`src/rtl/core/rca_pkg.sv`:
```
// ============================================================================
// rca_pkg: shared types and constants for the rounded corner mask
// Item structs, fixed field widths, square root sizing, register indexes.
// ============================================================================
`default_nettype none

package rca_pkg;

  localparam int OffW     = 5;
  localparam int PixW     = 24;
  localparam int RadiusW  = 6;
  localparam int MagW     = 6;
  localparam int SqW      = 13;
  localparam int FracBits = 16;
  localparam int RootW    = 15;
  localparam int RemW     = RootW + 2;
  localparam int NumSteps = RootW;
  localparam int CfgIdxW  = 1;
  localparam int CfgDataW = 24;

  // largest root possible from two offsets of at most 63
  localparam logic [RootW-1:0] RootMax  = 15'd22808;
  localparam logic [RootW-1:0] BandHalf = 15'd128;

  localparam logic [CfgIdxW-1:0] RegCornerRadius = 1'd0;
  localparam logic [CfgIdxW-1:0] RegBackground   = 1'd1;

  localparam logic [RadiusW-1:0]  RadiusReset = 6'd8;
  localparam logic [PixW-1:0]     BgReset     = 24'd0;

  typedef struct packed {
    logic [OffW-1:0] offset_x;
    logic [OffW-1:0] offset_y;
    logic [PixW-1:0] pixel_in;
  } in_item_t;

  typedef struct packed {
    logic            write_enable;
    logic [PixW-1:0] pixel_out;
  } out_item_t;

endpackage

`default_nettype wire

```
`src/rtl/core/rca_isqrt.sv`:
```
// ============================================================================
// rca_isqrt: pipelined integer square root
// One result bit per stage, 7.8 distance from a squared radius, pixel rides along.
// ============================================================================
`default_nettype none

module rca_isqrt (
  input  logic                      clk,
  input  logic                      rst_n,
  input  logic                      in_valid,
  input  logic [rca_pkg::SqW-1:0]   in_sq,
  input  logic [rca_pkg::PixW-1:0]  in_pix,
  output logic                      out_valid,
  output logic [rca_pkg::RootW-1:0] out_root,
  output logic [rca_pkg::PixW-1:0]  out_pix
);
  import rca_pkg::*;

  localparam int RadW = 2 * RootW;

  logic             valid_r [NumSteps];
  logic [RemW-1:0]  rem_r   [NumSteps];
  logic [RootW-1:0] root_r  [NumSteps];
  logic [RadW-1:0]  rad_r   [NumSteps];
  logic [PixW-1:0]  pix_r   [NumSteps];

  for (genvar i = 0; i < NumSteps; i++) begin : g_step
    logic             v_in;
    logic [RemW-1:0]  rem_in;
    logic [RootW-1:0] root_in;
    logic [RadW-1:0]  rad_in;
    logic [PixW-1:0]  pix_in;
    logic [RemW-1:0]  rem_sh;
    logic [RemW-1:0]  trial;
    logic [RemW-1:0]  rem_sub;
    logic             ge;

    if (i == 0) begin : g_first
      assign v_in    = in_valid;
      assign rem_in  = '0;
      assign root_in = '0;
      assign rad_in  = RadW'({in_sq, {FracBits{1'b0}}});
      assign pix_in  = in_pix;
    end else begin : g_next
      assign v_in    = valid_r[i-1];
      assign rem_in  = rem_r[i-1];
      assign root_in = root_r[i-1];
      assign rad_in  = rad_r[i-1];
      assign pix_in  = pix_r[i-1];
    end

    // bring down the next bit pair and try 4*root+1
    assign rem_sh  = {rem_in[RemW-3:0], rad_in[RadW-1 -: 2]};
    assign trial   = {root_in[RemW-3:0], 2'b01};
    assign ge      = (rem_sh >= trial);
    assign rem_sub = rem_sh - trial;

    always_ff @(posedge clk) begin
      if (!rst_n) begin
        valid_r[i] <= 1'b0;
      end else begin
        valid_r[i] <= v_in;
      end
    end

    always_ff @(posedge clk) begin
      rem_r[i]  <= ge ? rem_sub : rem_sh;
      root_r[i] <= {root_in[RootW-2:0], ge};
      rad_r[i]  <= rad_in << 2;
      pix_r[i]  <= pix_in;
    end
  end

  assign out_valid = valid_r[NumSteps-1];
  assign out_root  = root_r[NumSteps-1];
  assign out_pix   = pix_r[NumSteps-1];

`ifndef ASSERT_OFF
  a_valid_chain: assert property (@(posedge clk) disable iff (!rst_n)
    out_valid |-> $past(in_valid, NumSteps))
    else $error("root valid without an entry");

  a_root_bound: assert property (@(posedge clk) disable iff (!rst_n)
    out_valid |-> out_root <= RootMax)
    else $error("root above the largest possible distance");

  a_rem_bound: assert property (@(posedge clk) disable iff (!rst_n)
    out_valid |-> rem_r[NumSteps-1] <= RemW'({out_root, 1'b0}))
    else $error("remainder exceeds twice the root");
`endif

endmodule

`default_nettype wire

```
`src/rtl/core/rounded_corner_antialias.sv`:
```
// ============================================================================
// rounded_corner_antialias: antialiased rounded corner mask
// Decides per corner pixel keep, paint background, or blend toward background.
// ============================================================================
//
//   channel  ports                          handshake
//   input    start, busy, in_item           taken when start and not busy
//   result   out_valid, out_item            one-cycle strobe, cannot be held
//   config   cfg_we, cfg_index, cfg_wdata   written when cfg_we is high
//
// one item per cycle; the result strobes once the item has passed every stage
// (offset stage, square stage, 15 square root bit stages, decide, blend)
// busy stays low: the receiver never stalls, so the pipeline always advances
// reset clears the stage valid bits and sets the registers to radius 8, black
//
`default_nettype none

module rounded_corner_antialias #(
  parameter int MAX_RADIUS = 32
) (
  input  logic                         clk,
  input  logic                         rst_n,
  input  logic                         start,
  output logic                         busy,
  input  rca_pkg::in_item_t            in_item,
  output logic                         out_valid,
  output rca_pkg::out_item_t           out_item,
  input  logic                         cfg_we,
  input  logic [rca_pkg::CfgIdxW-1:0]  cfg_index,
  input  logic [rca_pkg::CfgDataW-1:0] cfg_wdata
);
  import rca_pkg::*;

  typedef enum logic [1:0] {ClsInside, ClsBand, ClsOutside} cls_t;

  localparam logic [RadiusW:0] MaxRadius = (RadiusW + 1)'(MAX_RADIUS);

  logic [RadiusW-1:0] corner_radius_r;
  logic [PixW-1:0]    background_color_r;
  logic [RadiusW-1:0] rad_eff;

  logic               in_accept;
  logic signed [7:0]  rx, ry;
  logic [MagW-1:0]    mx, my;

  logic               a_valid_r;
  logic [MagW-1:0]    a_mx_r, a_my_r;
  logic [PixW-1:0]    a_pix_r;

  logic [SqW-1:0]     sq_nxt;
  logic               b_valid_r;
  logic [SqW-1:0]     b_sq_r;
  logic [PixW-1:0]    b_pix_r;

  logic               s_valid;
  logic [RootW-1:0]   s_root;
  logic [PixW-1:0]    s_pix;

  logic [RootW-1:0]   r256, lo, hi;
  cls_t               cls_nxt;
  logic [7:0]         t_nxt;
  logic               c_valid_r;
  cls_t               c_cls_r;
  logic [7:0]         c_t_r;
  logic [PixW-1:0]    c_pix_r;

  logic [PixW-1:0]    blend;
  out_item_t          out_nxt;
  logic               out_valid_r;
  out_item_t          out_item_r;

  function automatic logic [7:0] mix(input logic [7:0] from, input logic [7:0] to,
                                     input logic [7:0] t);
    logic signed [8:0]  diff;
    logic signed [17:0] prod;
    logic signed [17:0] adj;
    logic signed [17:0] q;
    diff = $signed({1'b0, to}) - $signed({1'b0, from});
    prod = 18'(diff) * $signed({10'b0, t});
    // truncate toward zero
    adj  = prod[17] ? prod + 18'sd255 : prod;
    q    = adj >>> 8;
    return from + q[7:0];
  endfunction

  // config registers
  always_ff @(posedge clk) begin
    if (!rst_n) begin
      corner_radius_r    <= RadiusReset;
      background_color_r <= BgReset;
    end else if (cfg_we) begin
      case (cfg_index)
        RegCornerRadius: corner_radius_r    <= cfg_wdata[RadiusW-1:0];
        RegBackground:   background_color_r <= cfg_wdata[PixW-1:0];
        default: ;
      endcase
    end
  end

  always_comb begin
    if (corner_radius_r == '0) begin
      rad_eff = RadiusW'(1);
    end else if ({1'b0, corner_radius_r} > MaxRadius) begin
      rad_eff = MaxRadius[RadiusW-1:0];
    end else begin
      rad_eff = corner_radius_r;
    end
  end

  assign busy      = 1'b0;
  assign in_accept = start & ~busy;

  // offset stage
  assign rx = $signed({2'b00, rad_eff}) - 8'sd1 - $signed({3'b000, in_item.offset_x});
  assign ry = $signed({2'b00, rad_eff}) - 8'sd1 - $signed({3'b000, in_item.offset_y});
  assign mx = rx[7] ? MagW'(-rx) : rx[MagW-1:0];
  assign my = ry[7] ? MagW'(-ry) : ry[MagW-1:0];

  // square stage
  assign sq_nxt = SqW'({6'b0, a_mx_r} * {6'b0, a_mx_r}) +
                  SqW'({6'b0, a_my_r} * {6'b0, a_my_r});

  always_ff @(posedge clk) begin
    if (!rst_n) begin
      a_valid_r   <= 1'b0;
      b_valid_r   <= 1'b0;
      c_valid_r   <= 1'b0;
      out_valid_r <= 1'b0;
    end else begin
      a_valid_r   <= in_accept;
      b_valid_r   <= a_valid_r;
      c_valid_r   <= s_valid;
      out_valid_r <= c_valid_r;
    end
  end

  always_ff @(posedge clk) begin
    a_mx_r     <= mx;
    a_my_r     <= my;
    a_pix_r    <= in_item.pixel_in;
    b_sq_r     <= sq_nxt;
    b_pix_r    <= a_pix_r;
    c_cls_r    <= cls_nxt;
    c_t_r      <= t_nxt;
    c_pix_r    <= s_pix;
    out_item_r <= out_nxt;
  end

  rca_isqrt u_isqrt (
    .clk       (clk),
    .rst_n     (rst_n),
    .in_valid  (b_valid_r),
    .in_sq     (b_sq_r),
    .in_pix    (b_pix_r),
    .out_valid (s_valid),
    .out_root  (s_root),
    .out_pix   (s_pix)
  );

  // decide stage
  assign r256 = {1'b0, rad_eff, 8'b0};
  assign lo   = r256 - BandHalf;
  assign hi   = r256 + BandHalf;

  always_comb begin
    t_nxt = 8'(s_root - lo);
    if (s_root <= lo) begin
      cls_nxt = ClsInside;
    end else if (s_root >= hi) begin
      cls_nxt = ClsOutside;
    end else begin
      cls_nxt = ClsBand;
    end
  end

  // blend stage
  assign blend = {mix(c_pix_r[23:16], background_color_r[23:16], c_t_r),
                  mix(c_pix_r[15:8],  background_color_r[15:8],  c_t_r),
                  mix(c_pix_r[7:0],   background_color_r[7:0],   c_t_r)};

  always_comb begin
    case (c_cls_r)
      ClsInside: begin
        out_nxt.write_enable = 1'b0;
        out_nxt.pixel_out    = c_pix_r;
      end
      ClsOutside: begin
        out_nxt.write_enable = 1'b1;
        out_nxt.pixel_out    = background_color_r;
      end
      default: begin
        out_nxt.write_enable = 1'b1;
        out_nxt.pixel_out    = blend;
      end
    endcase
  end

  assign out_valid = out_valid_r;
  assign out_item  = out_item_r;

`ifndef ASSERT_OFF
  a_out_from_decide: assert property (@(posedge clk) disable iff (!rst_n)
    out_valid_r |-> $past(c_valid_r))
    else $error("result without a decided item");

  a_band_weight: assert property (@(posedge clk) disable iff (!rst_n)
    c_valid_r && c_cls_r == ClsBand |-> c_t_r != 8'd0)
    else $error("blend weight zero in the band");

  a_keep_inside: assert property (@(posedge clk) disable iff (!rst_n)
    out_valid_r && !out_item_r.write_enable |-> $past(c_cls_r == ClsInside))
    else $error("write suppressed outside the arc");
`endif

endmodule

`default_nettype wire
```
`config.mk`:
```
export PLATFORM = sky130hd
export DESIGN_NAME = rounded_corner_antialias
export DESIGN_NICKNAME = d
export VERILOG_FILES = /design/src/rtl/core/rca_pkg.sv /design/src/rtl/core/rca_isqrt.sv /design/src/rtl/core/rounded_corner_antialias.sv
export SDC_FILE = /design/constraint.sdc
export NUM_CORES = 2
export LEC_CHECK = 0
export BUFFER_PORTS_ARGS = -buffer_cell sky130_fd_sc_hd__buf_2
export CORE_MARGIN = 2
export CORE_UTILIZATION = 35
export CTS_CLUSTER_SIZE = 40
export DETAILED_ROUTE_END_ITERATION = 12
export GPL_TIMING_DRIVEN = 0
export PLACE_DENSITY_LB_ADDON = 0.08
export SETUP_SLACK_MARGIN = 0.2
export SLEW_MARGIN = 10
export SYNTH_ARGS = -nofsm -noshare
export SYNTH_HDL_FRONTEND = slang
export SYNTH_SLANG_ARGS = --single-unit
```
`constraint.sdc`:
```
create_clock -name clk -period 10.6 [get_ports clk]
set_input_delay 3.18 -clock clk [delete_from_list [all_inputs] [get_ports clk]]
set_output_delay 3.18 -clock clk [all_outputs]
set_load 0.02 [all_outputs]
```
==> results.ini <==
[drt]
route.detailed.drc = 0
vias = 23974
drt-initial-drc-count = 1034
dr.pass1.iters = 5
final_antenna_net_count = 0
vias_per_cell = 4.369
routed_wl_um = 80530
wl_per_cell_um = 14.68

[timing]
drv_slew = 0
fmax_ghz = 0.1090
max_slew.worst_pin.slew_ns = 1.154
period_share_pct = 86.55
finalSetupViolations = 0
rsz0062_at_grt = false
min_period_ns = 9.174
hold_violations = 0
fin_skew_ns = 0.04637
fin_tns_setup_ns = 0
relSlewSlack_pct = 23.07

[clock_tree]
clkTransAtPathRegs_ns = 0.06
clockRootBuffer = clkbuf_16
clock_sinks = 887
cts_tree = built
h-tree-depth = 3
cts_resized = 0
worstSkewPairLatency_ns = 0.69
postCtsHoldBufs = 0
cts_buffers = 93
postCtsSetupBuffers = 0
cts.path.max_buffers = 3

[critical_path]
arrival_ns = 9.71
cp_max_fo = 10
setup.worst_path.end_class = flop
max_stage_delay_ns = 0.56
cp-start-kind = flop
slowest_stage = fa_1
required_ns = 11.14
critPathKind = reg -> reg

[placement]
dp_cells = 5314
io_buffers = 87
dp_hpwl_um = 63080
place_congestion = 0.7913

[grt]
grtUsageTotal_pct = 14.39
overflow = 0
first_global_vias = 24746
antenna_found_initial = 3
grt_pass1_wl_um = 132000
grt_max_degree = 16

[yosys]
yosys.area.top_type = dfxtp_1
avgSynthCellArea_um2 = 10.48
ys_ff_latch = 887
yosysUniqueCellTypes = 76
synthArstFlopShare_pct = 0
netlist_top_cells_area = dfxtp_1 (45%), fa_1 (12%), ha_1 (10%)
ys_seq_area_share_pct = 45.34
synth_top_area_share_pct = 45.34
syn_inst = 3738
synth_area_mm2 = 0.03916
synth_ff_type = dfxtp_1
synth-warning-count = 0
synth_edf_count = 0

[finish]
drive_gt1_share_pct = 8.104
instances_no_fill = 5487
area_growth_pct = 14.18
layout.nets = 4538

[floorplanning]
core.rowCount = 122
die_h_um = 338.5
core_area_mm2 = 0.1108
pin_count = 90
die_w_um = 338.5
die_area_mm2 = 0.1146
initial_core_util_pct = 35.34

[outcome]
outcome = finished, final reports clean

[hold_path]
hold_path.class = reg -> reg

[flow_run]
max_cap_violations = 0

[cells by family after synthesis]
family,share of synthesized area [%]
buffers and inverters,5.987
AOI/OAI and AO/OA,8.204
and+or+nand+nor,11.13
other,0.01918
adders and majority gates,22.09
DFF,45.34
muxes,2.220
xor gates and xnor gates,5.013
[worst max-delay path, delay by kind of cell, from the launching register on]
kind                       cells  cell delay, ns
buffers and inverters          5            0.71
muxes                          1            0.13
AOI/OAI and AO/OA             13            2.91
xor gates and xnor gates       4            0.78
DFF                            1            0.43
adders and majority gates      7            3.09
and+or+nand+nor                5            0.96
[layer usage]
layer | track usage [%] | vias to the layer above | part of all wire (%) | wire, µm
li1 | - | 12417 | - | -
met2 | 25.31 | 229 | 49 | 39350
met4 | 4.083 | 0 | 1.8 | 1482
met5 | 0 | - | 0 | 0
met3 | 2.041 | 83 | 2.8 | 2274
met1 | 18.31 | 11245 | 46 | 37420
[placed cells by master (no fill, tap or decap), types with 47 or more instances in the layout]
master / netlist / layout
fa_1: 229 / 229
mux2_2: 47 / 47
xnor2_1: 147 / 147
inv_1: 559 / 559
and2_1: 117 / 117
dfxtp_1: 887 / 887
buf_2: 2 / 89
nor2b_1: 75 / 75
nand2_1: 271 / 271
clkbuf_1: 56 / 68
xor2_1: 72 / 72
nor2_1: 156 / 156
o21ai_0: 119 / 119
a21oi_1: 132 / 132
ha_1: 325 / 325
a21o_1: 57 / 57
clkbuf_16: 0 / 93
[path summary, 6_finish.rpt]
kind                               startpoint                           to  slack (ns)  cells after the start
setup / recovery           c_pix_r[2]$_DFF_P_          out_item[7]$_DFF_P_        1.43                     35
hold / removal    u_isqrt.pix_r[4][2]$_DFF_P_  u_isqrt.pix_r[5][2]$_DFF_P_        0.28                      0
setup reg to reg           c_pix_r[2]$_DFF_P_          out_item[7]$_DFF_P_        1.43                     35
hold reg to reg   u_isqrt.pix_r[4][2]$_DFF_P_  u_isqrt.pix_r[5][2]$_DFF_P_        0.28                      0
[through the flow]
step	setup slack, ns	utilization (%)	hold slack [ns]	instance area [µm²]
floorplan	2.688	-	0.3096	39170
finish	1.426	40.35	0.2798	44720
global route	0.6100	40.35	0.2702	44710
CTS	1.362	40.35	0.2744	44710
detailed placement	1.390	37.42	0.3121	41460
global placement	1.440	37.42	0.3096	41460
[final cells by class]
type / instances / area, µm²
Fill cell: 11076 / 66100
Buffer: 63 / 246.5
Timing Repair Buffer: 87 / 435.4
Clock buffer: 123 / 2620
Clock inverter: 49 / 629.4
Antenna cell: 1 / 2.502
Sequential cell: 887 / 17760
Tap cell: 1488 / 1862
Inverter: 559 / 2098
Multi-Input combinational cell: 2230 / 19070
[synthesized netlist by cell type, types with 72 or more instances]
library cell / count
inv_1: 559
xor2_1: 72
fa_1: 229
and2_1: 117
o21ai_0: 119
a21oi_1: 132
ha_1: 325
xnor2_1: 147
nor2_1: 156
dfxtp_1: 887
nor2b_1: 75
nand2_1: 271
[registers in the layout, summed over array words and instances (netlist names), 25 cells and up]
name	count
out_item	25
u_isqrt.pix_r	360
u_isqrt.rad_r	42
u_isqrt.rem_r	184
u_isqrt.root_r	120
Power is left out: the tool's default activity adds up to more than one toggle a clock period on the data nets, which glitch-free logic cannot reach.
